==> src/design/dlsc_pkg.sv <==
// Shared types, codes and character constants of the lexical scanner.
package dlsc_pkg;

	// Position counters
	localparam int POS_WIDTH_DEF = 16;
	localparam int OUT_POS_W     = 16;

	// Most results one text byte can cause
	localparam int MAX_RES   = 4;
	localparam int RES_CNT_W = $clog2(MAX_RES + 1);
	localparam int RES_IDX_W = $clog2(MAX_RES);

	// Token kinds
	typedef enum logic [3:0] {
		KIND_IDENT     = 4'd0,
		KIND_NUMBER    = 4'd1,
		KIND_STRING    = 4'd2,
		KIND_LPAREN    = 4'd3,
		KIND_RPAREN    = 4'd4,
		KIND_LBRACKET  = 4'd5,
		KIND_RBRACKET  = 4'd6,
		KIND_DOT       = 4'd7,
		KIND_COMMA     = 4'd8,
		KIND_SEMICOLON = 4'd9,
		KIND_AT        = 4'd10,
		KIND_ASSIGN    = 4'd11,
		KIND_EQUAL     = 4'd12,
		KIND_BAD_CHAR  = 4'd13,
		KIND_UNTERM    = 4'd14,
		KIND_END       = 4'd15
	} kind_t;

	// Scanner modes
	typedef enum logic [3:0] {
		MODE_IDLE    = 4'd0,
		MODE_IDENT   = 4'd1,
		MODE_INT     = 4'd2,
		MODE_FRAC    = 4'd3,
		MODE_STR     = 4'd4,
		MODE_ESC     = 4'd5,
		MODE_MINUS   = 4'd6,
		MODE_EQ      = 4'd7,
		MODE_SLASH   = 4'd8,
		MODE_COMMENT = 4'd9
	} mode_t;

	// Characters
	localparam logic [7:0] CH_NUL        = 8'h00;
	localparam logic [7:0] CH_TAB        = 8'h09;
	localparam logic [7:0] CH_NL         = 8'h0a;
	localparam logic [7:0] CH_CR         = 8'h0d;
	localparam logic [7:0] CH_SPACE      = 8'h20;
	localparam logic [7:0] CH_QUOTE      = 8'h22;
	localparam logic [7:0] CH_HASH       = 8'h23;
	localparam logic [7:0] CH_LPAREN     = 8'h28;
	localparam logic [7:0] CH_RPAREN     = 8'h29;
	localparam logic [7:0] CH_COMMA      = 8'h2c;
	localparam logic [7:0] CH_MINUS      = 8'h2d;
	localparam logic [7:0] CH_DOT        = 8'h2e;
	localparam logic [7:0] CH_SLASH      = 8'h2f;
	localparam logic [7:0] CH_ZERO       = 8'h30;
	localparam logic [7:0] CH_NINE       = 8'h39;
	localparam logic [7:0] CH_SEMICOLON  = 8'h3b;
	localparam logic [7:0] CH_EQ         = 8'h3d;
	localparam logic [7:0] CH_AT         = 8'h40;
	localparam logic [7:0] CH_UPPER_A    = 8'h41;
	localparam logic [7:0] CH_UPPER_Z    = 8'h5a;
	localparam logic [7:0] CH_LBRACKET   = 8'h5b;
	localparam logic [7:0] CH_BSLASH     = 8'h5c;
	localparam logic [7:0] CH_RBRACKET   = 8'h5d;
	localparam logic [7:0] CH_UNDERSCORE = 8'h5f;
	localparam logic [7:0] CH_LOWER_A    = 8'h61;
	localparam logic [7:0] CH_LOWER_N    = 8'h6e;
	localparam logic [7:0] CH_LOWER_R    = 8'h72;
	localparam logic [7:0] CH_LOWER_T    = 8'h74;
	localparam logic [7:0] CH_LOWER_Z    = 8'h7a;

	// One result item, without the line
	typedef struct packed {
		kind_t                 kind;
		logic                  is_end;
		logic [7:0]            value;
		logic [OUT_POS_W-1:0]  column;
	} res_t;

	// All results of one text byte
	typedef struct packed {
		res_t [MAX_RES-1:0]    res;
		logic [RES_CNT_W-1:0]  count;
		logic [OUT_POS_W-1:0]  line;
	} bundle_t;

endpackage

==> src/design/dlsc_if.sv <==
// Handshake channels of the lexical scanner: text input and token output.
interface dlsc_in_if;
	logic       valid;
	logic       ready;
	logic [7:0] text_byte;

	modport source (output valid, output text_byte, input ready);
	modport sink (input valid, input text_byte, output ready);
endinterface

interface dlsc_out_if;
	logic        valid;
	logic        ready;
	logic [3:0]  token_kind;
	logic        is_token_end;
	logic [7:0]  value_byte;
	logic [15:0] token_line;
	logic [15:0] token_column;
	logic        last_of_run;

	modport source (
		output valid, output token_kind, output is_token_end, output value_byte,
		output token_line, output token_column, output last_of_run, input ready
	);
	modport sink (
		input valid, input token_kind, input is_token_end, input value_byte,
		input token_line, input token_column, input last_of_run, output ready
	);
endinterface

==> src/design/dlsc_decode.sv <==
// Scanner state registers and the per-byte decision logic.
module dlsc_decode #(
	parameter int POS_WIDTH = dlsc_pkg::POS_WIDTH_DEF
) (
	input  logic              clk,
	input  logic              arst_n,
	input  logic              take,
	input  logic [7:0]        text_byte,
	output dlsc_pkg::bundle_t bundle
);
	import dlsc_pkg::*;

	mode_t                mode_q, mode_n;
	logic [POS_WIDTH-1:0] line_q, line_n;
	logic [POS_WIDTH-1:0] col_q, col_n;
	logic [POS_WIDTH-1:0] start_q, start_n;
	logic                 do_disp;
	logic [POS_WIDTH-1:0] disp_col;
	logic [RES_CNT_W-1:0] n;
	kind_t                pk;
	logic                 pk_hit;

	function automatic logic [POS_WIDTH-1:0] sat_inc(input logic [POS_WIDTH-1:0] x);
		return (x == {POS_WIDTH{1'b1}}) ? x : x + POS_WIDTH'(1);
	endfunction

	function automatic logic is_digit(input logic [7:0] c);
		return (c >= CH_ZERO) && (c <= CH_NINE);
	endfunction

	function automatic logic ident_start(input logic [7:0] c);
		return ((c >= CH_LOWER_A) && (c <= CH_LOWER_Z)) ||
			((c >= CH_UPPER_A) && (c <= CH_UPPER_Z)) ||
			(c == CH_UNDERSCORE) || (c == CH_HASH);
	endfunction

	function automatic logic [7:0] unescape(input logic [7:0] c);
		logic [7:0] r;
		case (c)
			CH_LOWER_N: r = CH_NL;
			CH_LOWER_T: r = CH_TAB;
			CH_LOWER_R: r = CH_CR;
			default: r = c;
		endcase
		return r;
	endfunction

	function automatic res_t mk_res(input kind_t k, input logic e, input logic [7:0] v,
			input logic [POS_WIDTH-1:0] col);
		res_t r;
		r.kind   = k;
		r.is_end = e;
		r.value  = v;
		r.column = OUT_POS_W'(col);
		return r;
	endfunction

	// Map a punctuation byte to its kind
	always_comb begin
		pk_hit = 1'b1;
		case (text_byte)
			CH_LPAREN:    pk = KIND_LPAREN;
			CH_RPAREN:    pk = KIND_RPAREN;
			CH_LBRACKET:  pk = KIND_LBRACKET;
			CH_RBRACKET:  pk = KIND_RBRACKET;
			CH_DOT:       pk = KIND_DOT;
			CH_COMMA:     pk = KIND_COMMA;
			CH_SEMICOLON: pk = KIND_SEMICOLON;
			CH_AT:        pk = KIND_AT;
			default: begin
				pk     = KIND_IDENT;
				pk_hit = 1'b0;
			end
		endcase
	end

	// Decide results and next state for the current byte
	always_comb begin
		mode_n       = mode_q;
		line_n       = line_q;
		col_n        = col_q;
		start_n      = start_q;
		do_disp      = 1'b0;
		disp_col     = col_q;
		n            = '0;
		bundle.res   = '0;
		bundle.line  = OUT_POS_W'(line_q);

		// finish or extend the token in progress
		case (mode_q)
			MODE_IDENT: begin
				if (ident_start(text_byte) || is_digit(text_byte)) begin
					bundle.res[n[RES_IDX_W-1:0]] = mk_res(KIND_IDENT, 1'b0, text_byte, start_q);
					n = n + 1'b1;
					col_n = sat_inc(col_q);
				end else begin
					bundle.res[n[RES_IDX_W-1:0]] = mk_res(KIND_IDENT, 1'b1, CH_NUL, start_q);
					n = n + 1'b1;
					do_disp = 1'b1;
				end
			end
			MODE_INT, MODE_FRAC: begin
				if (is_digit(text_byte) || (text_byte == CH_DOT && mode_q == MODE_INT)) begin
					bundle.res[n[RES_IDX_W-1:0]] = mk_res(KIND_NUMBER, 1'b0, text_byte, start_q);
					n = n + 1'b1;
					col_n = sat_inc(col_q);
					if (text_byte == CH_DOT) begin
						mode_n = MODE_FRAC;
					end
				end else begin
					bundle.res[n[RES_IDX_W-1:0]] = mk_res(KIND_NUMBER, 1'b1, CH_NUL, start_q);
					n = n + 1'b1;
					do_disp = 1'b1;
				end
			end
			MODE_STR: begin
				if (text_byte == CH_NUL) begin
					bundle.res[n[RES_IDX_W-1:0]] = mk_res(KIND_UNTERM, 1'b1, CH_NUL, start_q);
					n = n + 1'b1;
					do_disp = 1'b1;
				end else if (text_byte == CH_QUOTE) begin
					bundle.res[n[RES_IDX_W-1:0]] = mk_res(KIND_STRING, 1'b1, CH_NUL, start_q);
					n = n + 1'b1;
					col_n = sat_inc(col_q);
					mode_n = MODE_IDLE;
				end else if (text_byte == CH_BSLASH) begin
					col_n = sat_inc(col_q);
					mode_n = MODE_ESC;
				end else begin
					bundle.res[n[RES_IDX_W-1:0]] = mk_res(KIND_STRING, 1'b0, text_byte, start_q);
					n = n + 1'b1;
					col_n = sat_inc(col_q);
				end
			end
			MODE_ESC: begin
				if (text_byte == CH_NUL) begin
					bundle.res[n[RES_IDX_W-1:0]] = mk_res(KIND_STRING, 1'b0, CH_BSLASH, start_q);
					n = n + 1'b1;
					bundle.res[n[RES_IDX_W-1:0]] = mk_res(KIND_UNTERM, 1'b1, CH_NUL, start_q);
					n = n + 1'b1;
					do_disp = 1'b1;
				end else begin
					bundle.res[n[RES_IDX_W-1:0]] =
						mk_res(KIND_STRING, 1'b0, unescape(text_byte), start_q);
					n = n + 1'b1;
					col_n = sat_inc(col_q);
					mode_n = MODE_STR;
				end
			end
			MODE_MINUS: begin
				if (is_digit(text_byte)) begin
					bundle.res[n[RES_IDX_W-1:0]] = mk_res(KIND_NUMBER, 1'b0, CH_MINUS, start_q);
					n = n + 1'b1;
					bundle.res[n[RES_IDX_W-1:0]] = mk_res(KIND_NUMBER, 1'b0, text_byte, start_q);
					n = n + 1'b1;
					col_n = sat_inc(col_q);
					mode_n = MODE_INT;
				end else begin
					bundle.res[n[RES_IDX_W-1:0]] = mk_res(KIND_BAD_CHAR, 1'b0, CH_MINUS, start_q);
					n = n + 1'b1;
					bundle.res[n[RES_IDX_W-1:0]] = mk_res(KIND_BAD_CHAR, 1'b1, CH_NUL, start_q);
					n = n + 1'b1;
					do_disp = 1'b1;
				end
			end
			MODE_EQ: begin
				if (text_byte == CH_EQ) begin
					bundle.res[n[RES_IDX_W-1:0]] = mk_res(KIND_EQUAL, 1'b0, CH_EQ, start_q);
					n = n + 1'b1;
					bundle.res[n[RES_IDX_W-1:0]] = mk_res(KIND_EQUAL, 1'b0, CH_EQ, start_q);
					n = n + 1'b1;
					bundle.res[n[RES_IDX_W-1:0]] = mk_res(KIND_EQUAL, 1'b1, CH_NUL, start_q);
					n = n + 1'b1;
					col_n = sat_inc(col_q);
					mode_n = MODE_IDLE;
				end else begin
					bundle.res[n[RES_IDX_W-1:0]] = mk_res(KIND_ASSIGN, 1'b0, CH_EQ, start_q);
					n = n + 1'b1;
					bundle.res[n[RES_IDX_W-1:0]] = mk_res(KIND_ASSIGN, 1'b1, CH_NUL, start_q);
					n = n + 1'b1;
					do_disp = 1'b1;
				end
			end
			MODE_SLASH: begin
				if (text_byte == CH_SLASH) begin
					mode_n = MODE_COMMENT;
				end else begin
					bundle.res[n[RES_IDX_W-1:0]] = mk_res(KIND_BAD_CHAR, 1'b0, CH_SLASH, start_q);
					n = n + 1'b1;
					bundle.res[n[RES_IDX_W-1:0]] = mk_res(KIND_BAD_CHAR, 1'b1, CH_NUL, start_q);
					n = n + 1'b1;
					disp_col = sat_inc(col_q);
					do_disp = 1'b1;
				end
			end
			MODE_COMMENT: begin
				if (text_byte == CH_NUL || text_byte == CH_NL) begin
					do_disp = 1'b1;
				end
			end
			default: begin
				do_disp = 1'b1;
			end
		endcase

		// start a new token or skip blanks
		if (do_disp) begin
			mode_n = MODE_IDLE;
			col_n  = disp_col;
			if (text_byte == CH_NUL) begin
				bundle.res[n[RES_IDX_W-1:0]] = mk_res(KIND_END, 1'b1, CH_NUL, disp_col);
				n = n + 1'b1;
				line_n  = POS_WIDTH'(1);
				col_n   = POS_WIDTH'(1);
				start_n = POS_WIDTH'(1);
			end else if (text_byte == CH_SPACE || text_byte == CH_TAB || text_byte == CH_CR) begin
				col_n = sat_inc(disp_col);
			end else if (text_byte == CH_NL) begin
				line_n = sat_inc(line_q);
				col_n  = POS_WIDTH'(1);
			end else begin
				start_n = disp_col;
				if (text_byte == CH_SLASH) begin
					mode_n = MODE_SLASH;
				end else if (pk_hit) begin
					bundle.res[n[RES_IDX_W-1:0]] = mk_res(pk, 1'b0, text_byte, disp_col);
					n = n + 1'b1;
					bundle.res[n[RES_IDX_W-1:0]] = mk_res(pk, 1'b1, CH_NUL, disp_col);
					n = n + 1'b1;
					col_n = sat_inc(disp_col);
				end else begin
					col_n = sat_inc(disp_col);
					if (text_byte == CH_EQ) begin
						mode_n = MODE_EQ;
					end else if (text_byte == CH_QUOTE) begin
						mode_n = MODE_STR;
					end else if (text_byte == CH_MINUS) begin
						mode_n = MODE_MINUS;
					end else if (is_digit(text_byte)) begin
						bundle.res[n[RES_IDX_W-1:0]] =
							mk_res(KIND_NUMBER, 1'b0, text_byte, disp_col);
						n = n + 1'b1;
						mode_n = MODE_INT;
					end else if (ident_start(text_byte)) begin
						bundle.res[n[RES_IDX_W-1:0]] =
							mk_res(KIND_IDENT, 1'b0, text_byte, disp_col);
						n = n + 1'b1;
						mode_n = MODE_IDENT;
					end else begin
						bundle.res[n[RES_IDX_W-1:0]] =
							mk_res(KIND_BAD_CHAR, 1'b0, text_byte, disp_col);
						n = n + 1'b1;
						bundle.res[n[RES_IDX_W-1:0]] =
							mk_res(KIND_BAD_CHAR, 1'b1, CH_NUL, disp_col);
						n = n + 1'b1;
					end
				end
			end
		end

		bundle.count = n;
	end

	// Advance the scanner state on each accepted item
	always_ff @(posedge clk or negedge arst_n) begin
		if (!arst_n) begin
			mode_q  <= MODE_IDLE;
			line_q  <= POS_WIDTH'(1);
			col_q   <= POS_WIDTH'(1);
			start_q <= POS_WIDTH'(1);
		end else if (take) begin
			mode_q  <= mode_n;
			line_q  <= line_n;
			col_q   <= col_n;
			start_q <= start_n;
		end
	end

endmodule

==> src/design/dlsc_emit.sv <==
// Result register that holds the results of one item and hands them out in order.
module dlsc_emit (
	input  logic              clk,
	input  logic              arst_n,
	input  dlsc_pkg::bundle_t bundle,
	input  logic              out_ready,
	output logic              take_ok,
	input  logic              take,
	output logic              out_valid,
	output dlsc_pkg::res_t    out_res,
	output logic [dlsc_pkg::OUT_POS_W-1:0] out_line,
	output logic              out_last
);
	import dlsc_pkg::*;

	bundle_t              bundle_q;
	logic [RES_CNT_W-1:0] rem_q;
	logic [RES_IDX_W-1:0] idx_q;
	logic                 fire;

	// Present the current result
	assign out_valid = (rem_q != '0);
	assign out_last  = (rem_q == RES_CNT_W'(1));
	assign out_res   = bundle_q.res[idx_q];
	assign out_line  = bundle_q.line;
	assign fire      = out_valid && out_ready;

	// Take a new item once the last held result leaves
	assign take_ok = (rem_q == '0) || (out_last && out_ready);

	// Hold payload of the latest item
	always_ff @(posedge clk) begin
		if (take) begin
			bundle_q <= bundle;
		end
	end

	// Advance through held results
	always_ff @(posedge clk or negedge arst_n) begin
		if (!arst_n) begin
			rem_q <= '0;
			idx_q <= '0;
		end else if (take) begin
			rem_q <= bundle.count;
			idx_q <= '0;
		end else if (fire) begin
			rem_q <= rem_q - 1'b1;
			idx_q <= idx_q + 1'b1;
		end
	end

endmodule

==> src/design/dsl_lexical_scanner.sv <==
// Top level of the streaming lexical scanner.
//
//   channel    dir   handshake      payload
//   text_in    in    valid/ready    text_byte[7:0]
//   token_out  out   valid/ready    token_kind, is_token_end, value_byte,
//                                   token_line, token_column, last_of_run
//
// One text byte is decided in the cycle it is accepted; its zero to four
// results sit in a result register and leave one per cycle while token_out is ready.
// A byte with at most one result keeps one byte per cycle flowing while token_out is
// ready; a byte with more results holds text_in off while the result register drains.
// Reset clears the scanner mode, line and column to their start values.
// token_out stalls hold the current result and block new bytes once it is the last.
module dsl_lexical_scanner #(
	parameter int POS_WIDTH = dlsc_pkg::POS_WIDTH_DEF
) (
	input  logic        clk,
	input  logic        arst_n,
	dlsc_in_if.sink     text_in,
	dlsc_out_if.source  token_out
);
	import dlsc_pkg::*;

	bundle_t              bundle;
	logic                 take;
	logic                 take_ok;
	res_t                 out_res;
	logic [OUT_POS_W-1:0] out_line;

	assign text_in.ready = take_ok;
	assign take          = text_in.valid && take_ok;

	// Decode each byte against the scanner state
	dlsc_decode #(
		.POS_WIDTH (POS_WIDTH)
	) u_decode (
		.clk       (clk),
		.arst_n    (arst_n),
		.take      (take),
		.text_byte (text_in.text_byte),
		.bundle    (bundle)
	);

	// Serialize the results
	dlsc_emit u_emit (
		.clk       (clk),
		.arst_n    (arst_n),
		.bundle    (bundle),
		.out_ready (token_out.ready),
		.take_ok   (take_ok),
		.take      (take),
		.out_valid (token_out.valid),
		.out_res   (out_res),
		.out_line  (out_line),
		.out_last  (token_out.last_of_run)
	);

	assign token_out.token_kind   = out_res.kind;
	assign token_out.is_token_end = out_res.is_end;
	assign token_out.value_byte   = out_res.value;
	assign token_out.token_column = out_res.column;
	assign token_out.token_line   = out_line;

endmodule
==> src/flat_wrapper.sv <==
// flat-port wrapper written by rule: the top's interface ports become plain ports
module dsl_lexical_scanner_flat import dlsc_pkg::*;
#(
	parameter int POS_WIDTH = dlsc_pkg::POS_WIDTH_DEF
)
  (clk, arst_n, text_in_valid, text_in_text_byte, text_in_ready, token_out_valid, token_out_token_kind, token_out_is_token_end, token_out_value_byte, token_out_token_line, token_out_token_column, token_out_last_of_run, token_out_ready);
  dlsc_in_if text_in_i ();
  dlsc_out_if token_out_i ();
  input  logic clk;
  input  logic arst_n;
  input wire logic [$bits(text_in_i.valid)-1:0] text_in_valid;
  input wire logic [$bits(text_in_i.text_byte)-1:0] text_in_text_byte;
  output wire logic [$bits(text_in_i.ready)-1:0] text_in_ready;
  output wire logic [$bits(token_out_i.valid)-1:0] token_out_valid;
  output wire logic [$bits(token_out_i.token_kind)-1:0] token_out_token_kind;
  output wire logic [$bits(token_out_i.is_token_end)-1:0] token_out_is_token_end;
  output wire logic [$bits(token_out_i.value_byte)-1:0] token_out_value_byte;
  output wire logic [$bits(token_out_i.token_line)-1:0] token_out_token_line;
  output wire logic [$bits(token_out_i.token_column)-1:0] token_out_token_column;
  output wire logic [$bits(token_out_i.last_of_run)-1:0] token_out_last_of_run;
  input wire logic [$bits(token_out_i.ready)-1:0] token_out_ready;
  assign text_in_i.valid = text_in_valid;
  assign text_in_i.text_byte = text_in_text_byte;
  assign text_in_ready = text_in_i.ready;
  assign token_out_valid = token_out_i.valid;
  assign token_out_token_kind = token_out_i.token_kind;
  assign token_out_is_token_end = token_out_i.is_token_end;
  assign token_out_value_byte = token_out_i.value_byte;
  assign token_out_token_line = token_out_i.token_line;
  assign token_out_token_column = token_out_i.token_column;
  assign token_out_last_of_run = token_out_i.last_of_run;
  assign token_out_i.ready = token_out_ready;
  dsl_lexical_scanner #(.POS_WIDTH(POS_WIDTH)) u_core (.clk(clk), .arst_n(arst_n), .text_in(text_in_i), .token_out(token_out_i));
endmodule
==> config.mk <==
export PLATFORM = sky130hd
export DESIGN_NAME = dsl_lexical_scanner_flat
export DESIGN_NICKNAME = d
export VERILOG_FILES = /design/src/design/dlsc_pkg.sv /design/src/design/dlsc_if.sv /design/src/design/dlsc_decode.sv /design/src/design/dlsc_emit.sv /design/src/design/dsl_lexical_scanner.sv /design/src/flat_wrapper.sv
export SDC_FILE = /design/constraint.sdc
export NUM_CORES = 1
export LEC_CHECK = 0
export ABC_AREA = 1
export BUFFER_PORTS_ARGS = -buffer_cell sky130_fd_sc_hd__buf_2
export CAP_MARGIN = 20
export CELL_PAD_IN_SITES_DETAIL_PLACEMENT = 0
export CELL_PAD_IN_SITES_GLOBAL_PLACEMENT = 2
export CORE_MARGIN = 4
export CORE_UTILIZATION = 34
export DETAILED_ROUTE_END_ITERATION = 16
export HOLD_SLACK_MARGIN = 0.06
export PLACE_DENSITY = 0.86
export RECOVER_POWER = 100
export SETUP_SLACK_MARGIN = 0.5
export SLEW_MARGIN = 20
export SYNTH_ARGS = -nofsm -noshare
export SYNTH_HDL_FRONTEND = slang
export SYNTH_SLANG_ARGS = --single-unit
==> constraint.sdc <==
create_clock -name clk -period 4.4 [get_ports clk]
set_input_delay 0.88 -clock clk [delete_from_list [all_inputs] [get_ports clk]]
set_output_delay 0.88 -clock clk [all_outputs]
set_load 0.02 [all_outputs]
==> results.md <==
- Routed vias/inst: ~5.4
- Multi-input logic area: 5600 sq um
- Area growth, synth to finish: 9.359%
- Total CTS buffers: 17
- TritonRoute pass-1 iters: 6
- Commonest non-fill, non-tap cell in the layout: nand2_1
- Fraction of registers with async set/reset: 0.3016
- Layout Skew: 0.009838 ns
- Synthesized area: 12070 sq um
- Vias in the first global route: roughly 11k
- Most used DFF post-synth: edfxtp_1
- Layout Cells excl Fill: about 2.1k
- Antenna Cells: 0
- Tcrit/Tclk final: 0.9013
- Slew at the pin closest to its max-slew limit: between 2 and 2.5 ns
- CTS hold repair buffers: 0
- Leakage: between 5 and 6 nW
- Synth Net Count: about 1.6k
- Clk sinks: 189
- # IOs: 60
- R2R depth: 11
- FMAX: approximately 250 MHz
- Buffers on Ports: a little under 60
- Critical Path Source Type: input pin
- Largest net degree at the start of global routing: roughly 120
- TritonCTS clock tree: done
- Placed cell count: 2024
- Drt drc: 0
- Share of the synthesized area in the top cell type: 0.3283
- Crit. End Element: flip-flop
- Post-cts resize count: 0
- Post-Route WL: 40350 microns
- Final instance area: 13200 sq um
- Die area: between 30000 and 40000 sq um
- R2r setup slk: 0.60 ns
- # rows: 68
- Max Buffers Root-to-Sink: 2
- Setup CP Type: input pin to flip-flop
- Worst skew pair latency: 0.46 ns
- Initial core utilization: 0.3469
- Core area: 34800 sq um
- # nets final: 1612
- FF+latch area: 5394 sq um
- Critical path peak fanout: 18
- Utilization after layout: 0.3794
- GPL Wtd Cong: 0.9612
- Failing checks: max-capacitance violations, max-slew violations
- Die Wd: 196.4 microns
- PwrDens: between 800 and 900 nW/um^2
- Post-DP Area: 12710 sq um
- Post-layout min period: 3.966 ns
- First-pass GRT wire length: 63140 microns
- Top cells by area, synth: edfxtp_1 33%, dfrtp_1 11%, nand2_1 10%
- Total gr overflow: 0
- Yosys warns: 0
- Root Buffer: clkbuf_16
- Share of post-route cells with drive strength above 1: 0.07933
- Cells after synthesis: 1566
- Dpl ws: slightly below 0.4 ns
- Post-route setup slack: about 0.43 ns
- Sequential area share after synthesis: 0.4468
- DR WL/cell: 19.63 microns
- Arrival time worst endpoint: 4.18 ns
- Total global-route track usage: 0.2075
- Worst setup path start: text_in_text_byte[6]
- Setup repair bufs after CTS: 0
- Clk slew on worst S/H paths: 0.07 ns
- DP HPWL: 28640 microns
- Status: finished with violations
- H-Tree Depth: 4
- Final Setup Violations: 0
- Total negative setup slack: 0 ns
- Die extent in y: 196.4 microns
- Routed Antenna Nets: 0
- Initial antenna violation count: 0
- Maxcap violations: 3
- Commonest non-fill, non-tap cells in the layout: 326 x nand2_1, 213 x nor2_1, 152 x o21ai_0, 148 x inv_1, 132 x edfxtp_1
- #FFs+latches synth: 189
- Iter 0 DRT Violations: 914
- Final number of hold-violating endpoints: 0
- Avg Inst Size Synth: 7.709 sq um
- Vias: between 10k and 15k
- Hold Crit Class: flip-flop to flip-flop
- Crit path required time: 4.61 ns
- Rel. slew slack: -0.4265
- Crit path capture: u_core.u_emit.bundle_q[35]
- Yosys top cell by area: edfxtp_1
- Post-synth EDFFs: 132
- R2R Path Start: u_core.u_emit.rem_q[1]
- RSZ-0062 raised after global routing: no
- Synth unique cells: 50
- Reg-to-reg critical path endpoint: u_core.u_emit.rem_q[2]
- Maximum vdd ir drop: 0.4905 mV
- Fill cells: between 3k and 4k
- Final max-slew violation count: 179
## layout make-up
cell class | instances | share of cell area
multi-input combinational | 1135 | 0.4242
sequential | 189 | 0.4085
inverter | 158 | 0.04520
tap | 455 | 0.04312
timing repair buffer | 87 | 0.03364
clock buffer | 17 | 0.03222
clock inverter | 15 | 0.01308
## cells in the mapped netlist, types with 3 or more instances
master / instances
buf_6: 5
buf_1: 4
nand2_1: 324
o21ai_1: 8
nor2_4: 5
buf_4: 24
ha_1: 12
edfxtp_1: 132
inv_1: 147
o22ai_1: 71
nor4_1: 6
nand3b_1: 3
clkbuf_1: 26
o31ai_1: 5
buf_2: 23
dfstp_2: 3
xor2_1: 17
xnor2_1: 3
inv_2: 9
nand2_4: 3
nor2_1: 211
o21ai_2: 3
nand3_1: 115
a22oi_1: 13
a31oi_1: 5
o21ai_0: 148
nand3_2: 3
nor3_1: 47
nand4_1: 21
dfrtp_1: 54
a21oi_1: 58
o211ai_1: 8
nand2_2: 19
nor2_2: 10
nor3_4: 4
## metal layers
layer  GRT usage  vias to the layer above  wire length, microns
li1            -                     5368                     -
met1      0.2936                     5267                 18560
met2      0.3309                      377                 18490
met3     0.03538                       51                  2580
met4     0.05612                        0                   723
met5           0                        -                     0
## where the power goes
group | internal, mW | switching [mW] | total [mW]
logic | 1.78 | 4.84 | 6.61
clock network | 0.810 | 0.786 | 1.60
registers | 2.73 | 0.298 | 3.03
## stage by stage
step / hold slack [ns] / total power [mW]
final: 0.4958 / 11.24
after global routing: 0.5138 / 12.09
after CTS: 0.4961 / 11.33
after detailed placement: 0.4786 / 9.719
after global placement: 0.4671 / 9.692
after floorplan: 0.4464 / 7.602
## how the worst min path moves through the flow
stage                                         start                   endpoint  slack [ns]  depth (start not counted)
after floorplan           u_core.u_decode.line_q[4]  u_core.u_emit.out_line[4]        0.45                          0
after global placement    u_core.u_decode.line_q[1]  u_core.u_emit.out_line[1]        0.47                          0
after detailed placement  u_core.u_decode.line_q[1]  u_core.u_emit.out_line[1]        0.48                          0
after CTS                 u_core.u_decode.line_q[1]  u_core.u_emit.out_line[1]        0.50                          0
after global routing      u_core.u_decode.line_q[1]  u_core.u_emit.out_line[1]        0.51                          0
final                     u_core.u_decode.line_q[1]  u_core.u_emit.out_line[1]        0.50                          0
## flip-flops by register name, indices dropped and copies added (netlist names)
signal                   flops
u_core.u_decode.col_q       16
u_core.u_decode.line_q      16
u_core.u_decode.mode_q       4
u_core.u_decode.start_q     16
u_core.u_emit.bundle_q     116
u_core.u_emit.idx_q          2
u_core.u_emit.out_line      16
u_core.u_emit.rem_q          3
## worst max-delay path, cell delays in order
cell and delay, ns:
clkbuf_1 0.15, inv_1 0.16, nand2_1 0.10, nor2_1 0.54, nand2_4 0.16, nand2_4 0.25, nand2_1 0.16, inv_1 0.08
o21ai_0 0.12, inv_1 0.12, nand4_4 0.14, nand2_1 0.30, inv_1 0.23, nand2_2 0.19, nand2_2 0.08, inv_4 0.22
nand2_1 0.09, o21ai_0 0.18
## cell families (layout without fill, tap and decap cells)
family,Yosys count,count (layout),share of synthesized area
xor gates and xnor gates,20,20,0.01451
DFF,189,189,0.4468
buffers and inverters,242,277,0.08944
adders and majority gates,12,12,0.01244
and+or+nand+nor,775,775,0.2833
AOI/OAI and AO/OA,328,328,0.1535
Note: power is estimated with default switching activity, not from simulation.
